File: src/hw/rtl/kpvk_pkg.sv
// ----------------------------------------------------------------------------
// kpvk_pkg
// Shared types and constants of the position/velocity key-travel filter:
// controller states, datapath operations, the command/status bundles and the
// configuration register map.
// ----------------------------------------------------------------------------
package kpvk_pkg;

    // Datapath word: all filter arithmetic wraps at 32 bits
    localparam int DATA_W     = 32;
    // Configuration port
    localparam int CFG_W      = 16;
    localparam int CFG_ADDR_W = 3;
    // Velocity state is clamped to +/- a 16-bit limit, so 17 bits signed
    localparam int VEL_W      = 17;

    // Register indexes
    localparam logic [CFG_ADDR_W-1:0] CFG_POS_NOISE  = 3'd0;
    localparam logic [CFG_ADDR_W-1:0] CFG_VEL_NOISE  = 3'd1;
    localparam logic [CFG_ADDR_W-1:0] CFG_MEAS_NOISE = 3'd2;
    localparam logic [CFG_ADDR_W-1:0] CFG_VAR_CAP    = 3'd3;
    localparam logic [CFG_ADDR_W-1:0] CFG_VEL_LIMIT  = 3'd4;
    localparam logic [CFG_ADDR_W-1:0] CFG_VAR_START  = 3'd5;

    // Register reset values
    localparam logic [7:0]  RST_POS_NOISE  = 8'd1;
    localparam logic [7:0]  RST_VEL_NOISE  = 8'd4;
    localparam logic [11:0] RST_MEAS_NOISE = 12'd30;
    localparam logic [15:0] RST_VAR_CAP    = 16'd2000;
    localparam logic [15:0] RST_VEL_LIMIT  = 16'd25600;
    localparam logic [15:0] RST_VAR_START  = 16'd100;

    // Controller states
    typedef enum logic [3:0] {
        ST_IDLE,
        ST_INIT,
        ST_PREDICT,
        ST_DIVP_GO,
        ST_DIVP_WAIT,
        ST_DIVV_GO,
        ST_DIVV_WAIT,
        ST_MUL_KP,
        ST_MUL_KV,
        ST_MUL_PV,
        ST_MUL_VV,
        ST_FINISH,
        ST_DONE
    } state_t;

    // Datapath operations
    typedef enum logic [3:0] {
        OP_NONE,
        OP_LOAD,
        OP_INIT,
        OP_PREDICT,
        OP_DIVP_GO,
        OP_TAKE_KP,
        OP_DIVV_GO,
        OP_TAKE_KV,
        OP_MUL_KP,
        OP_MUL_KV,
        OP_MUL_PV,
        OP_MUL_VV,
        OP_FINISH
    } op_t;

    // Controller to datapath
    typedef struct packed {
        op_t  op;
        logic out_load;
    } cmd_t;

    // Datapath to controller
    typedef struct packed {
        logic started;
        logic div_done;
    } sts_t;

endpackage

File: src/hw/rtl/kalman_pos_vel_key_filter_core.sv
// ----------------------------------------------------------------------------
// kalman_pos_vel_key_filter_core
// Position/velocity key-travel filter in fixed point, one sample at a time.
// ----------------------------------------------------------------------------
// Sequence: the first sample after reset only initialises the filter state;
//   every later sample runs prediction, the two 32-step divisions that share
//   one serial divider, and four shared-multiplier steps.
// Samples: a new sample is taken only once the previous one is through, but
//   while the previous result may still wait in the output register.
// Reset: synchronous active-low aresetn restores register defaults and the
//   unstarted state; the next sample loads the position.
module kalman_pos_vel_key_filter_core
    import kpvk_pkg::*;
#(
    parameter int SAMPLE_BITS = 12,
    parameter int FRAC_BITS   = 8
) (
    input  logic                   aclk,
    input  logic                   aresetn,
    input  logic                   cfg_we,
    input  logic [CFG_ADDR_W-1:0]  cfg_addr,
    input  logic [CFG_W-1:0]       cfg_wdata,
    input  logic                   s_valid,
    output logic                   s_ready,
    input  logic [SAMPLE_BITS-1:0] s_sample,
    output logic                   m_valid,
    input  logic                   m_ready,
    output logic [SAMPLE_BITS-1:0] m_filtered
);

    cmd_t cmd;
    sts_t sts;

    // Sequencer
    kpvk_ctrl u_ctrl (
        .aclk    (aclk),
        .aresetn (aresetn),
        .s_valid (s_valid),
        .s_ready (s_ready),
        .m_valid (m_valid),
        .m_ready (m_ready),
        .cmd     (cmd),
        .sts     (sts)
    );

    // Arithmetic and filter state
    kpvk_datapath #(
        .SAMPLE_BITS (SAMPLE_BITS),
        .FRAC_BITS   (FRAC_BITS)
    ) u_datapath (
        .aclk       (aclk),
        .aresetn    (aresetn),
        .cfg_we     (cfg_we),
        .cfg_addr   (cfg_addr),
        .cfg_wdata  (cfg_wdata),
        .s_sample   (s_sample),
        .m_filtered (m_filtered),
        .cmd        (cmd),
        .sts        (sts)
    );

endmodule

File: src/hw/rtl/kpvk_div.sv
// ----------------------------------------------------------------------------
// kpvk_div
// Serial signed divider, one quotient bit per cycle. The divisor is always
// positive; the quotient is truncated toward zero.
// ----------------------------------------------------------------------------
module kpvk_div #(
    parameter int W = 32
) (
    input  logic         aclk,
    input  logic         aresetn,
    input  logic         start,
    input  logic [W-1:0] dividend,
    input  logic [W-1:0] divisor,
    output logic [W-1:0] quotient,
    output logic         done
);

    localparam int CNT_W = $clog2(W);

    logic             busy_reg, busy_next;
    logic             done_reg, done_next;
    logic [CNT_W-1:0] cnt_reg, cnt_next;
    logic             neg_reg, neg_next;
    logic [W-1:0]     quo_reg, quo_next;
    logic [W-1:0]     rem_reg, rem_next;
    logic [W-1:0]     den_reg, den_next;
    logic [W:0]       shifted;
    logic [W:0]       trial;

    // Restoring step: shift in the next dividend bit and try a subtract
    assign shifted = {rem_reg, quo_reg[W-1]};
    assign trial   = shifted - {1'b0, den_reg};

    always_comb begin
        busy_next = busy_reg;
        done_next = 1'b0;
        cnt_next  = cnt_reg;
        neg_next  = neg_reg;
        quo_next  = quo_reg;
        rem_next  = rem_reg;
        den_next  = den_reg;
        if (start) begin
            busy_next = 1'b1;
            cnt_next  = CNT_W'(W - 1);
            neg_next  = dividend[W-1];
            quo_next  = dividend[W-1] ? (~dividend + W'(1)) : dividend;
            rem_next  = '0;
            den_next  = divisor;
        end else if (busy_reg) begin
            if (!trial[W]) begin
                rem_next = trial[W-1:0];
                quo_next = {quo_reg[W-2:0], 1'b1};
            end else begin
                rem_next = shifted[W-1:0];
                quo_next = {quo_reg[W-2:0], 1'b0};
            end
            cnt_next = cnt_reg - CNT_W'(1);
            if (cnt_reg == '0) begin
                busy_next = 1'b0;
                done_next = 1'b1;
            end
        end
    end

    // Control state
    always_ff @(posedge aclk) begin
        if (!aresetn) begin
            busy_reg <= 1'b0;
            done_reg <= 1'b0;
        end else begin
            busy_reg <= busy_next;
            done_reg <= done_next;
        end
    end

    // Operand and partial result registers
    always_ff @(posedge aclk) begin
        cnt_reg <= cnt_next;
        neg_reg <= neg_next;
        quo_reg <= quo_next;
        rem_reg <= rem_next;
        den_reg <= den_next;
    end

    // Restore the sign of the quotient
    assign quotient = neg_reg ? (~quo_reg + W'(1)) : quo_reg;
    assign done     = done_reg;

    a_start_idle : assert property (@(posedge aclk) disable iff (!aresetn)
        start |-> !busy_reg)
        else $error("divider started while busy");

    a_divisor_pos : assert property (@(posedge aclk) disable iff (!aresetn)
        start |-> (!divisor[W-1] && divisor != '0))
        else $error("divisor not positive");

    a_done_after_busy : assert property (@(posedge aclk) disable iff (!aresetn)
        done_reg |-> $past(busy_reg))
        else $error("divider done without a running division");

endmodule

File: src/hw/rtl/kpvk_datapath.sv
// ----------------------------------------------------------------------------
// kpvk_datapath
// Filter state, configuration registers, one shared 32x32 multiplier and
// the serial divider. Each operation from the controller does one step of
// the predict/gain/correct sequence.
// ----------------------------------------------------------------------------
module kpvk_datapath
    import kpvk_pkg::*;
#(
    parameter int SAMPLE_BITS = 12,
    parameter int FRAC_BITS   = 8
) (
    input  logic                   aclk,
    input  logic                   aresetn,
    input  logic                   cfg_we,
    input  logic [CFG_ADDR_W-1:0]  cfg_addr,
    input  logic [CFG_W-1:0]       cfg_wdata,
    input  logic [SAMPLE_BITS-1:0] s_sample,
    output logic [SAMPLE_BITS-1:0] m_filtered,
    input  cmd_t                   cmd,
    output sts_t                   sts
);

    localparam int POS_W = SAMPLE_BITS + FRAC_BITS;
    localparam logic signed [DATA_W-1:0] FULL_Q =
        DATA_W'(((1 << SAMPLE_BITS) - 1) << FRAC_BITS);
    localparam logic signed [DATA_W-1:0] ONE_Q = DATA_W'(1 << FRAC_BITS);

    // Configuration
    logic [7:0]  pnoise_reg;
    logic [7:0]  vnoise_reg;
    logic [11:0] mnoise_reg;
    logic [15:0] cap_reg;
    logic [15:0] vlim_reg;
    logic [15:0] vstart_reg;

    // Filter state and working registers
    logic                     started_reg;
    logic [POS_W-1:0]         pos_reg;
    logic signed [VEL_W-1:0]  vel_reg;
    logic signed [DATA_W-1:0] pv_reg;
    logic signed [DATA_W-1:0] vv_reg;
    logic [SAMPLE_BITS-1:0]   z_reg;
    logic signed [DATA_W-1:0] s_reg;
    logic signed [DATA_W-1:0] kp_reg;
    logic signed [DATA_W-1:0] kv_reg;
    logic signed [DATA_W-1:0] e_reg;
    logic signed [DATA_W-1:0] pos_tmp_reg;
    logic signed [DATA_W-1:0] prod_reg;
    logic [SAMPLE_BITS-1:0]   out_reg;

    logic signed [DATA_W-1:0] z_q;
    logic signed [DATA_W-1:0] pos_ext;
    logic signed [DATA_W-1:0] vel_ext;
    logic signed [DATA_W-1:0] pos_pred;
    logic signed [DATA_W-1:0] cap_s;
    logic signed [DATA_W-1:0] pv_grow;
    logic signed [DATA_W-1:0] vv_grow;
    logic signed [DATA_W-1:0] pv_cap;
    logic signed [DATA_W-1:0] vv_cap;
    logic signed [DATA_W-1:0] s_sum;
    logic signed [DATA_W-1:0] s_pos;
    logic signed [DATA_W-1:0] vlim_s;
    logic signed [DATA_W-1:0] prod_asr;
    logic signed [DATA_W-1:0] vel_sum;
    logic signed [DATA_W-1:0] vel_clamp;
    logic signed [DATA_W-1:0] pos_clamp;
    logic signed [DATA_W-1:0] mul_a;
    logic signed [DATA_W-1:0] mul_b;
    logic signed [DATA_W-1:0] mul_lo;
    logic                     div_start;
    logic [DATA_W-1:0]        div_dividend;
    logic [DATA_W-1:0]        div_divisor;
    logic [DATA_W-1:0]        div_quotient;
    logic                     div_done;

    // Configuration writes; out-of-range indexes fall through
    always_ff @(posedge aclk) begin
        if (!aresetn) begin
            pnoise_reg <= RST_POS_NOISE;
            vnoise_reg <= RST_VEL_NOISE;
            mnoise_reg <= RST_MEAS_NOISE;
            cap_reg    <= RST_VAR_CAP;
            vlim_reg   <= RST_VEL_LIMIT;
            vstart_reg <= RST_VAR_START;
        end else if (cfg_we) begin
            unique case (cfg_addr)
                CFG_POS_NOISE:  pnoise_reg <= cfg_wdata[7:0];
                CFG_VEL_NOISE:  vnoise_reg <= cfg_wdata[7:0];
                CFG_MEAS_NOISE: mnoise_reg <= cfg_wdata[11:0];
                CFG_VAR_CAP:    cap_reg    <= cfg_wdata;
                CFG_VEL_LIMIT:  vlim_reg   <= cfg_wdata;
                CFG_VAR_START:  vstart_reg <= cfg_wdata;
                default: ;
            endcase
        end
    end

    // Prediction: position from velocity, variances grown and capped
    assign z_q      = DATA_W'(z_reg) << FRAC_BITS;
    assign pos_ext  = DATA_W'(pos_reg);
    assign vel_ext  = {{(DATA_W-VEL_W){vel_reg[VEL_W-1]}}, vel_reg};
    assign pos_pred = pos_ext + vel_ext;
    assign cap_s    = DATA_W'(cap_reg);
    assign pv_grow  = pv_reg + DATA_W'(pnoise_reg);
    assign vv_grow  = vv_reg + DATA_W'(vnoise_reg);
    assign pv_cap   = (pv_grow > cap_s) ? cap_s : pv_grow;
    assign vv_cap   = (vv_grow > cap_s) ? cap_s : vv_grow;

    // Gain divisor, forced to one when not positive
    assign s_sum = pv_reg + DATA_W'(mnoise_reg);
    assign s_pos = (s_sum <= 0) ? DATA_W'(1) : s_sum;

    // Divider operands: position gain first, then velocity gain
    assign div_start    = (cmd.op == OP_DIVP_GO) || (cmd.op == OP_DIVV_GO);
    assign div_dividend = (cmd.op == OP_DIVP_GO) ? (pv_reg <<< FRAC_BITS)
                                                 : (vv_reg <<< FRAC_BITS);
    assign div_divisor  = (cmd.op == OP_DIVP_GO) ? s_pos : s_reg;

    kpvk_div #(
        .W (DATA_W)
    ) u_div (
        .aclk     (aclk),
        .aresetn  (aresetn),
        .start    (div_start),
        .dividend (div_dividend),
        .divisor  (div_divisor),
        .quotient (div_quotient),
        .done     (div_done)
    );

    // Shared multiplier, low 32 bits of the product
    always_comb begin
        unique case (cmd.op)
            OP_MUL_KP: begin
                mul_a = kp_reg;
                mul_b = e_reg;
            end
            OP_MUL_KV: begin
                mul_a = kv_reg;
                mul_b = e_reg;
            end
            OP_MUL_PV: begin
                mul_a = ONE_Q - kp_reg;
                mul_b = pv_reg;
            end
            OP_MUL_VV: begin
                mul_a = ONE_Q - kv_reg;
                mul_b = vv_reg;
            end
            default: begin
                mul_a = '0;
                mul_b = '0;
            end
        endcase
    end

    assign mul_lo   = mul_a * mul_b;
    assign prod_asr = prod_reg >>> FRAC_BITS;

    // Velocity correction and symmetric clamp
    assign vlim_s    = DATA_W'(vlim_reg);
    assign vel_sum   = vel_ext + prod_asr;
    assign vel_clamp = (vel_sum > vlim_s)  ? vlim_s :
                       (vel_sum < -vlim_s) ? -vlim_s : vel_sum;

    // Position clamp to full scale
    assign pos_clamp = (pos_tmp_reg < 0)      ? '0     :
                       (pos_tmp_reg > FULL_Q) ? FULL_Q : pos_tmp_reg;

    // Filter state
    always_ff @(posedge aclk) begin
        if (!aresetn) begin
            started_reg <= 1'b0;
        end else if (cmd.op == OP_INIT) begin
            started_reg <= 1'b1;
        end
    end

    // Sequenced datapath steps
    always_ff @(posedge aclk) begin
        unique case (cmd.op)
            OP_LOAD: begin
                z_reg <= s_sample;
            end
            OP_INIT: begin
                pos_reg <= POS_W'(z_reg) << FRAC_BITS;
                vel_reg <= '0;
                pv_reg  <= DATA_W'(vstart_reg);
                vv_reg  <= DATA_W'(vstart_reg);
            end
            OP_PREDICT: begin
                pos_tmp_reg <= pos_pred;
                e_reg       <= z_q - pos_pred;
                pv_reg      <= pv_cap;
                vv_reg      <= vv_cap;
            end
            OP_DIVP_GO: begin
                s_reg <= s_pos;
            end
            OP_TAKE_KP: begin
                kp_reg <= div_quotient;
            end
            OP_TAKE_KV: begin
                kv_reg <= div_quotient;
            end
            OP_MUL_KP: begin
                prod_reg <= mul_lo;
            end
            OP_MUL_KV: begin
                pos_tmp_reg <= pos_tmp_reg + prod_asr;
                prod_reg    <= mul_lo;
            end
            OP_MUL_PV: begin
                vel_reg  <= vel_clamp[VEL_W-1:0];
                prod_reg <= mul_lo;
            end
            OP_MUL_VV: begin
                pv_reg   <= prod_asr;
                prod_reg <= mul_lo;
            end
            OP_FINISH: begin
                vv_reg  <= prod_asr;
                pos_reg <= pos_clamp[POS_W-1:0];
            end
            default: ;
        endcase
    end

    // Output data register
    always_ff @(posedge aclk) begin
        if (cmd.out_load) begin
            out_reg <= pos_reg[FRAC_BITS +: SAMPLE_BITS];
        end
    end

    assign m_filtered   = out_reg;
    assign sts.started  = started_reg;
    assign sts.div_done = div_done;

    a_pos_in_range : assert property (@(posedge aclk) disable iff (!aresetn)
        started_reg |-> (DATA_W'(pos_reg) <= FULL_Q))
        else $error("position estimate beyond full scale");

endmodule

File: src/hw/rtl/kpvk_ctrl.sv
// ----------------------------------------------------------------------------
// kpvk_ctrl
// Sequencer of the filter: initialises the state on the first sample, then
// steps the datapath through prediction, the two gain divisions, the four
// multiplies and the final clamp, and owns the valid/ready handshakes.
// ----------------------------------------------------------------------------
module kpvk_ctrl
    import kpvk_pkg::*;
(
    input  logic aclk,
    input  logic aresetn,
    input  logic s_valid,
    output logic s_ready,
    output logic m_valid,
    input  logic m_ready,
    output cmd_t cmd,
    input  sts_t sts
);

    state_t state_reg, state_next;
    logic   m_valid_reg, m_valid_next;
    logic   out_free;

    // Output register can take a result when empty or being drained
    assign out_free = !m_valid_reg || m_ready;

    // Next state
    always_comb begin
        state_next = state_reg;
        unique case (state_reg)
            ST_IDLE: begin
                if (s_valid) begin
                    state_next = sts.started ? ST_PREDICT : ST_INIT;
                end
            end
            ST_INIT:      state_next = ST_DONE;
            ST_PREDICT:   state_next = ST_DIVP_GO;
            ST_DIVP_GO:   state_next = ST_DIVP_WAIT;
            ST_DIVP_WAIT: begin
                if (sts.div_done) begin
                    state_next = ST_DIVV_GO;
                end
            end
            ST_DIVV_GO:   state_next = ST_DIVV_WAIT;
            ST_DIVV_WAIT: begin
                if (sts.div_done) begin
                    state_next = ST_MUL_KP;
                end
            end
            ST_MUL_KP:    state_next = ST_MUL_KV;
            ST_MUL_KV:    state_next = ST_MUL_PV;
            ST_MUL_PV:    state_next = ST_MUL_VV;
            ST_MUL_VV:    state_next = ST_FINISH;
            ST_FINISH:    state_next = ST_DONE;
            ST_DONE: begin
                if (out_free) begin
                    state_next = ST_IDLE;
                end
            end
            default:      state_next = ST_IDLE;
        endcase
    end

    // Commands to the datapath
    always_comb begin
        cmd.op       = OP_NONE;
        cmd.out_load = 1'b0;
        unique case (state_reg)
            ST_IDLE:      cmd.op = s_valid ? OP_LOAD : OP_NONE;
            ST_INIT:      cmd.op = OP_INIT;
            ST_PREDICT:   cmd.op = OP_PREDICT;
            ST_DIVP_GO:   cmd.op = OP_DIVP_GO;
            ST_DIVP_WAIT: cmd.op = sts.div_done ? OP_TAKE_KP : OP_NONE;
            ST_DIVV_GO:   cmd.op = OP_DIVV_GO;
            ST_DIVV_WAIT: cmd.op = sts.div_done ? OP_TAKE_KV : OP_NONE;
            ST_MUL_KP:    cmd.op = OP_MUL_KP;
            ST_MUL_KV:    cmd.op = OP_MUL_KV;
            ST_MUL_PV:    cmd.op = OP_MUL_PV;
            ST_MUL_VV:    cmd.op = OP_MUL_VV;
            ST_FINISH:    cmd.op = OP_FINISH;
            ST_DONE:      cmd.out_load = out_free;
            default:      cmd.op = OP_NONE;
        endcase
    end

    // Result valid flag
    always_comb begin
        m_valid_next = m_valid_reg;
        if (cmd.out_load) begin
            m_valid_next = 1'b1;
        end else if (m_ready) begin
            m_valid_next = 1'b0;
        end
    end

    always_ff @(posedge aclk) begin
        if (!aresetn) begin
            state_reg   <= ST_IDLE;
            m_valid_reg <= 1'b0;
        end else begin
            state_reg   <= state_next;
            m_valid_reg <= m_valid_next;
        end
    end

    assign s_ready = (state_reg == ST_IDLE);
    assign m_valid = m_valid_reg;

    a_valid_from_done : assert property (@(posedge aclk) disable iff (!aresetn)
        $rose(m_valid_reg) |-> $past(state_reg == ST_DONE))
        else $error("result raised outside the completion state");

    a_busy_after_accept : assert property (@(posedge aclk) disable iff (!aresetn)
        (s_valid && s_ready) |=> !s_ready)
        else $error("ready held high after accepting a sample");

    a_no_load_over_result : assert property (@(posedge aclk) disable iff (!aresetn)
        (cmd.out_load && m_valid_reg) |-> m_ready)
        else $error("result overwritten before it was taken");

endmodule
File: config.mk
export PLATFORM = sky130hd
export DESIGN_NAME = kalman_pos_vel_key_filter_core
export DESIGN_NICKNAME = d
export VERILOG_FILES = /design/src/hw/rtl/kpvk_pkg.sv /design/src/hw/rtl/kalman_pos_vel_key_filter_core.sv /design/src/hw/rtl/kpvk_div.sv /design/src/hw/rtl/kpvk_datapath.sv /design/src/hw/rtl/kpvk_ctrl.sv
export SDC_FILE = /design/constraint.sdc
export NUM_CORES = 2
export LEC_CHECK = 0
export BUFFER_PORTS_ARGS = -buffer_cell sky130_fd_sc_hd__clkbuf_2
export CAP_MARGIN = 20
export CORE_ASPECT_RATIO = 0.9
export CORE_MARGIN = 5
export CORE_UTILIZATION = 50
export DETAILED_ROUTE_END_ITERATION = 6
export PLACE_DENSITY_LB_ADDON = 0.1
export SLEW_MARGIN = 20
export SYNTH_ARGS = -nofsm -noshare
export SYNTH_HDL_FRONTEND = slang
export SYNTH_SLANG_ARGS = --single-unit
File: constraint.sdc
create_clock -name aclk -period 13.3 [get_ports aclk]
set_input_delay 1.33 -clock aclk [delete_from_list [all_inputs] [get_ports aclk]]
set_output_delay 1.33 -clock aclk [all_outputs]
set_load 0.005 [all_outputs]
==> Word level (Yosys, flattened, before mapping) <==
Cells that the tools add are included.
{ "totals": {"ff_bits": 503, "elab_cells": 150} }
{ "op_classes": {"n_addsub": 14, "multipliers": 1, "n_lt_le_gt_ge": 7, "eq_ne": 33, "muxes": 39, "bitwise_logic": 4, "n_reduce_logical": 24} }
{ "ops": {"columns": ["op", "n"], "rows": [
  ["two-way mux 32 bit", 10],
  ["case mux 32 bit (3 select lines)", 3],
  ["case mux 32 bit (4 select lines)", 1],
  ["case mux 4 bit (12 select lines)", 2],
  ["adder 32 x 1 -> 32 bit, second input constant", 2],
  ["adder 32 x 8 -> 32 bit", 2],
  ["greater-than comparator 32 x 17 -> 1 bit", 2],
  ["NOT 32 bit", 2],
  ["case mux 32 bit (2 select lines)", 1],
  ["subtractor 10 x 32 -> 32 bit, first input constant", 2],
  ["== test 4 bit, second input constant", 10],
  ["two-way mux 20 bit", 2],
  ["case mux 20 bit (2 select lines)", 1],
  ["two-way mux 17 bit", 2],
  ["case mux 17 bit (2 select lines)", 1],
  ["subtractor 33 x 32 -> 33 bit", 1],
  ["adder 32 x 12 -> 32 bit", 1],
  ["adder 32 x 24 -> 32 bit", 1],
  ["== test 4 x 3 -> 1 bit, second input constant", 8],
  ["greater-than comparator 32 x 21 -> 1 bit, second input constant", 1],
  ["less-or-equal comparator 32 x 1 -> 1 bit, second input constant", 1],
  ["< comparator 25 x 32 -> 1 bit", 1],
  ["< comparator 32 x 1 -> 1 bit, second input constant", 1],
  ["multiplier 32 x 32 -> 32 bit", 1],
  ["other kinds (30)", 63]
]} }

==> Logic depth before layout (Yosys ltp) <==
{ "depth": {"depth_word": 8, "depth_mapped": 46, "mapped_depth_nobuf": 39} }

==> Hierarchy <==
From an unflattened synthesis, not the netlist that was laid out.
{ "unflattened": {"hier_cells": 5639, "hier_area_um2": 49862.8} }
{ "by_module_without_submodules": {"columns": ["module", "n_inst", "cells_per_inst", "area_per_inst_um2", "seq_area_each_um2"], "rows": [
  ["kpvk_datapath", 1, 4761, 42205.5, 10229.8],
  ["kpvk_div", 1, 822, 7265.7, 2732.6],
  ["kpvk_ctrl", 1, 56, 391.6, 100.1]
]} }

==> Least setup slack after synthesis <==
OpenSTA, ideal clock, no wires.
{ "synth_timing": {"kind": "register to register", "startpoint": "register u_ctrl.state_reg[3]", "endpoint": "register u_datapath.prod_reg[31] (data pin)", "arrival_ns": 10.871, "required_time_ns": 13.032, "setup_slack_ns": 2.161, "stages_incl_launch_ff": 45, "path_buffers": 8, "period_less_slack_ns": 11.139, "path_cell_list": "dfxtp_1 buf_2 and4bb_1 buf_2 buf_2 buf_4 buf_2 buf_2 buf_1 mux2i_1 ha_1 a21o_1 o221ai_1 or2_1 clkbuf_1 nor2_1 xnor2_1 a221oi_1 (+9 left out) fa_1 inv_1 fa_1 fa_1 ha_1 o2111ai_1 nor3_1 and3_1 nand3_1 o41ai_1 o211ai_1 a41oi_1 o21a_1 o21a_1 o21a_1 o21a_1 nor2_1 xnor3_1"} }
{ "synth_via": {"elab_chain_len": 6, "elab_cells_between_ends": 21} }
{ "synth_rtl": {"columns": ["item", "line", "text"], "rows": [
  ["start, declared", "kpvk_ctrl.sv:20", "state_t state_reg, state_next;"],
  ["start signal, assigned", "kpvk_ctrl.sv:101", "state_reg <= state_next;"],
  ["== test 4 bit, or another cell as far along", "kpvk_ctrl.sv:68", "unique case (state_reg)"],
  ["case mux 4 bit (12 select lines) (*)", "kpvk_ctrl.sv:68", null],
  ["== test 4 bit", "kpvk_datapath.sv:134", "unique case (cmd.op)"],
  ["OR reduction 2 bit (no line)", null, null],
  ["case mux 32 bit (3 select lines)", "kpvk_datapath.sv:134", null],
  ["multiplier 32 x 32 -> 32 bit (*)", "kpvk_datapath.sv:158", "assign mul_lo = mul_a * mul_b;"],
  ["via u_datapath.mul_lo[31]", "kpvk_datapath.sv:70", "logic signed [DATA_W-1:0] mul_lo;"],
  ["end signal, assigned", "kpvk_datapath.sv:208", "prod_reg <= mul_lo;"],
  ["end signal, assigned", "kpvk_datapath.sv:212", "prod_reg <= mul_lo;"],
  ["end signal, assigned", "kpvk_datapath.sv:216", "prod_reg <= mul_lo;"],
  ["end, declared", "kpvk_datapath.sv:49", "logic signed [DATA_W-1:0] prod_reg;"]
]} }
The timed path passes the listed nets; every way through them passes the cells marked *.
A chain may end at the register's enable or synchronous reset.

==> Final worst setup path <==
{ "layout_timing": {"startpoint": "register u_ctrl.state_reg[1]", "endpoint": "register u_datapath.prod_reg[31] (data pin)"} }
Same word-level chain as after synthesis.

==> results by group <==
Global route
  – Vias in the first global route: 38266
  – Total grt overflow: 0
  – First-pass GRT wire length: 241000 um
  – Overall routing resource usage: 29.9%
  – Largest net degree at the start of global routing: 87
  – Initial antenna violation count: 2

Yosys
  – Yosys cell types: 96
  – Post-synth EDFFs: 342
  – Syn_nets: 6361
  – Cell area after synthesis: 0.0491 mm^2
  – Post-synth ARST share: 0%
  – Sequential fraction of the synthesis area: 27.1%
  – Syn avg cell area: 8.88 um^2
  – Yosys warns: 0
  – Flops & latches, synth: 495
  – Post-synthesis cell count: 5531
  – Synth Flop Type: edfxtp_1

Placed design
  – HPWL after detailed placement: 122000 um
  – Dpl cells: 6686
  – # port buffers: 49
  – Gpl congestion: 0.964

Drt
  – Drt pass-1 iters: 7
  – Via/cell ratio: 5.83
  – Routed wire length per instance: 23.1 um
  – Remaining DRCs: 2
  – DRT Wirelength: 157000 um
  – DRT iter0 DRCs: 4040
  – Total number of vias: 39606
  – Post-route ant nets: 0

Critical path
  – FF-to-FF End: u_datapath.prod_reg[31]$_DFFE_PN_
  – CP Launch Type: flip-flop
  – Critical path launch point: u_ctrl.state_reg[1]$_SDFFE_PN0P_
  – Setup crit end: u_datapath.prod_reg[31]$_DFFE_PN_
  – Slowest stage delay, CP: 0.83 ns
  – Max FO, Critical Path: 49
  – Endpoint type of the worst setup path: flip-flop
  – R2R cell count: 34
  – Most frequent CP cell: fa_1
  – CP arrival: 11.80 ns
  – Crit path max-delay family: adder cells
  – Internal reg-to-reg setup slack: 1.91 ns
  – CP Class: flip-flop to flip-flop
  – Crit path depth: 34
  – Reg-to-Reg Start: u_ctrl.state_reg[1]$_SDFFE_PN0P_
  – Worst path bufs/invs: 4
  – Data required, critical path: 13.71 ns
  – Critical path's slowest cell: dfxtp_1

Pwr
  – Max VDD drop: 188 uV
  – Pwr/cell area: 218 mW/mm^2
  – P_leak: 22.1 nW

STA
  – Final count of hold timing violations: 0
  – Final setup TNS: 0 ns
  – Endpoints failing setup: 0
  – Slew Limit Headroom: 22.8%
  – Clk_skew: 0.0422 ns
  – Fmax: 0.0878 GHz
  – Count of pins over their slew limit: 0
  – RSZ-0062 raised after global routing: no
  – Post-route minimum period: 11.39 ns
  – Worst slew pin tran: 1.16 ns
  – Tcrit/Tclk final: 85.6%

Clocking
  – CTS Root Cell: clkbuf_16
  – CTS Buf Count: 57
  – Postcts setup bufs: 0
  – Reg clk slew, reported paths: 0.07 ns
  – Clk_lat worst skew: 0.66 ns
  – CTS Sinks: 495
  – Clock Tree Buf Depth: 3
  – # resized after CTS: 0
  – Cts-stage hold buffer count: 0
  – CTS tree: done
  – H-tree Lvls: 2

Floorplan
  – Die X: 340 um
  – Die height: 307 um
  – Rows: 109
  – Core Footprint: 0.0979 mm^2
  – Initial Util: 50.2%
  – # IOs: 50
  – Die ar.: 0.105 mm^2

Layout
  – Share of post-route cells with drive strength above 1: 5.29%
  – Area Overhead vs Synth: 7.34%
  – Area of the multi-input gates: 0.0325 mm^2
  – Post-route insts no fill: 6796
  – NumNets Final: 6300
  – Fillers: 9130
  – FF/Latch Area: 0.0133 mm^2

Status
  – Result of the run: finished, violations left
  – Failing checks: DRC

Flow run
  – Max-cap viol count: 0

Hold path
  – Worst min path class: flip-flop to flip-flop
==> layer usage <==
layer,part of all wire (%),vias up,global-route usage [%]
li1,-,18524,-
met1,45,19245,43.6
met2,42,1538,44.6
met3,8.9,295,6.11
met4,3.9,4,9.81
met5,0.016,-,0
==> power breakdown <==
part,internal [mW],switching [mW]
Clock,1.00,0.703
Combinational,2.47,4.29
Sequential,2.37,0.675
==> worst reg2reg max path: cells and delay by family (launching register included) <==
family | cells | cell delay, ns
AND/OR/NAND/NOR | 9 | 1.75
adder cells (fa/ha/maj) | 9 | 4.36
flip-flops | 1 | 0.83
XOR/XNOR | 2 | 0.60
AO/OA/AOI/OAI | 10 | 2.64
buffers and inverters | 4 | 0.97
==> worst min-delay path by stage <==
| stage | startpoint | endpoint | slack (ns) | cells past startpoint |
|---|---|---|---|---|
| final | u_datapath.s_reg[31]$_DFF_P_ | u_datapath.s_reg[31]$_DFF_P_ | 0.46 | 1 |
| after CTS | u_datapath.s_reg[31]$_DFF_P_ | u_datapath.s_reg[31]$_DFF_P_ | 0.46 | 1 |
| after global placement | u_datapath.s_reg[16]$_DFF_P_ | u_datapath.s_reg[16]$_DFF_P_ | 0.44 | 2 |
| after global routing | u_datapath.pos_reg[8]$_DFFE_PP_ | u_datapath.m_filtered[0]$_DFFE_PP_ | 0.48 | 0 |
| after floorplan | u_datapath.s_reg[31]$_DFF_P_ | u_datapath.s_reg[31]$_DFF_P_ | 0.42 | 1 |
| after detailed placement | u_datapath.s_reg[31]$_DFF_P_ | u_datapath.s_reg[31]$_DFF_P_ | 0.45 | 1 |
==> cells by family after synthesis <==
| family | Yosys count | synth area share, % |
|---|---|---|
| and+or+nand+nor | 1788 | 16.3 |
| AOI/OAI and AO/OA | 1067 | 13.9 |
| buffers and inverters | 897 | 6.95 |
| adders and majority gates | 794 | 26.5 |
| DFF | 495 | 27.1 |
| xor gates and xnor gates | 381 | 6.92 |
| muxes | 109 | 2.23 |
==> layout make-up <==
class | instances | share of cell area [%]
inverters | 648 | 4.61
well taps | 1276 | 3.03
flip-flops and latches | 495 | 25.3
diodes | 2 | 0.00949
repair buffers | 129 | 1.64
clock inverters | 36 | 0.845
multi-input cells | 4139 | 61.6
clock buffers | 71 | 2.98
==> cells in the mapped netlist (all sizes together) (105+ instances only) <==
master | n | share of area (%)
a21oi | 271 | 2.8
clkbuf | 207 | 1.6
dfxtp | 153 | 6.2
edfxtp | 342 | 21
fa | 414 | 17
ha | 380 | 9.7
inv | 647 | 4.9
mux2i | 105 | 2.1
nand2 | 687 | 5.2
nor2 | 557 | 4.3
o21ai | 271 | 2.8
xnor2 | 271 | 4.8
xor2 | 106 | 1.9
==> stage by stage <==
step           instance area, um^2  total power, mW  util (%)  setup slack, ns  hold slack [ns]
5_1_grt                      52700             12.3      53.9             1.34            0.477
3_5_place_dp                 50700             9.67      51.8             2.14            0.446
4_1_cts                      52700             11.4      53.8             2.07            0.459
2_1_floorplan                49100             7.47         -             2.16            0.424
3_3_place_gp                 50700             9.62      51.8             2.19            0.439
6_report                     52700             11.5      53.9             1.91            0.459
==> cells in the final DEF (no fill, tap or decap), types with 49 or more instances in the layout <==
master     netlist  layout
nand2_1        687     687
nor2b_1         49      49
a21oi_1        270     268
xnor2_1        270     268
xor2_1         106     106
dfxtp_1        153     152
nand3_1         68      67
nor2_1         555     552
buf_4            2      79
a21boi_0        66      65
o21ai_0        258     258
o21a_1          63      63
edfxtp_1       342     342
clkbuf_2         0      49
a21o_1          79      78
and3_1          51      51
fa_1           414     414
mux2i_1        105     105
nand2b_1        58      58
clkbuf_16        0      59
inv_1          647     646
nor3_1          86      85
ha_1           380     380
Note: power is estimated with default switching activity, not from simulation.
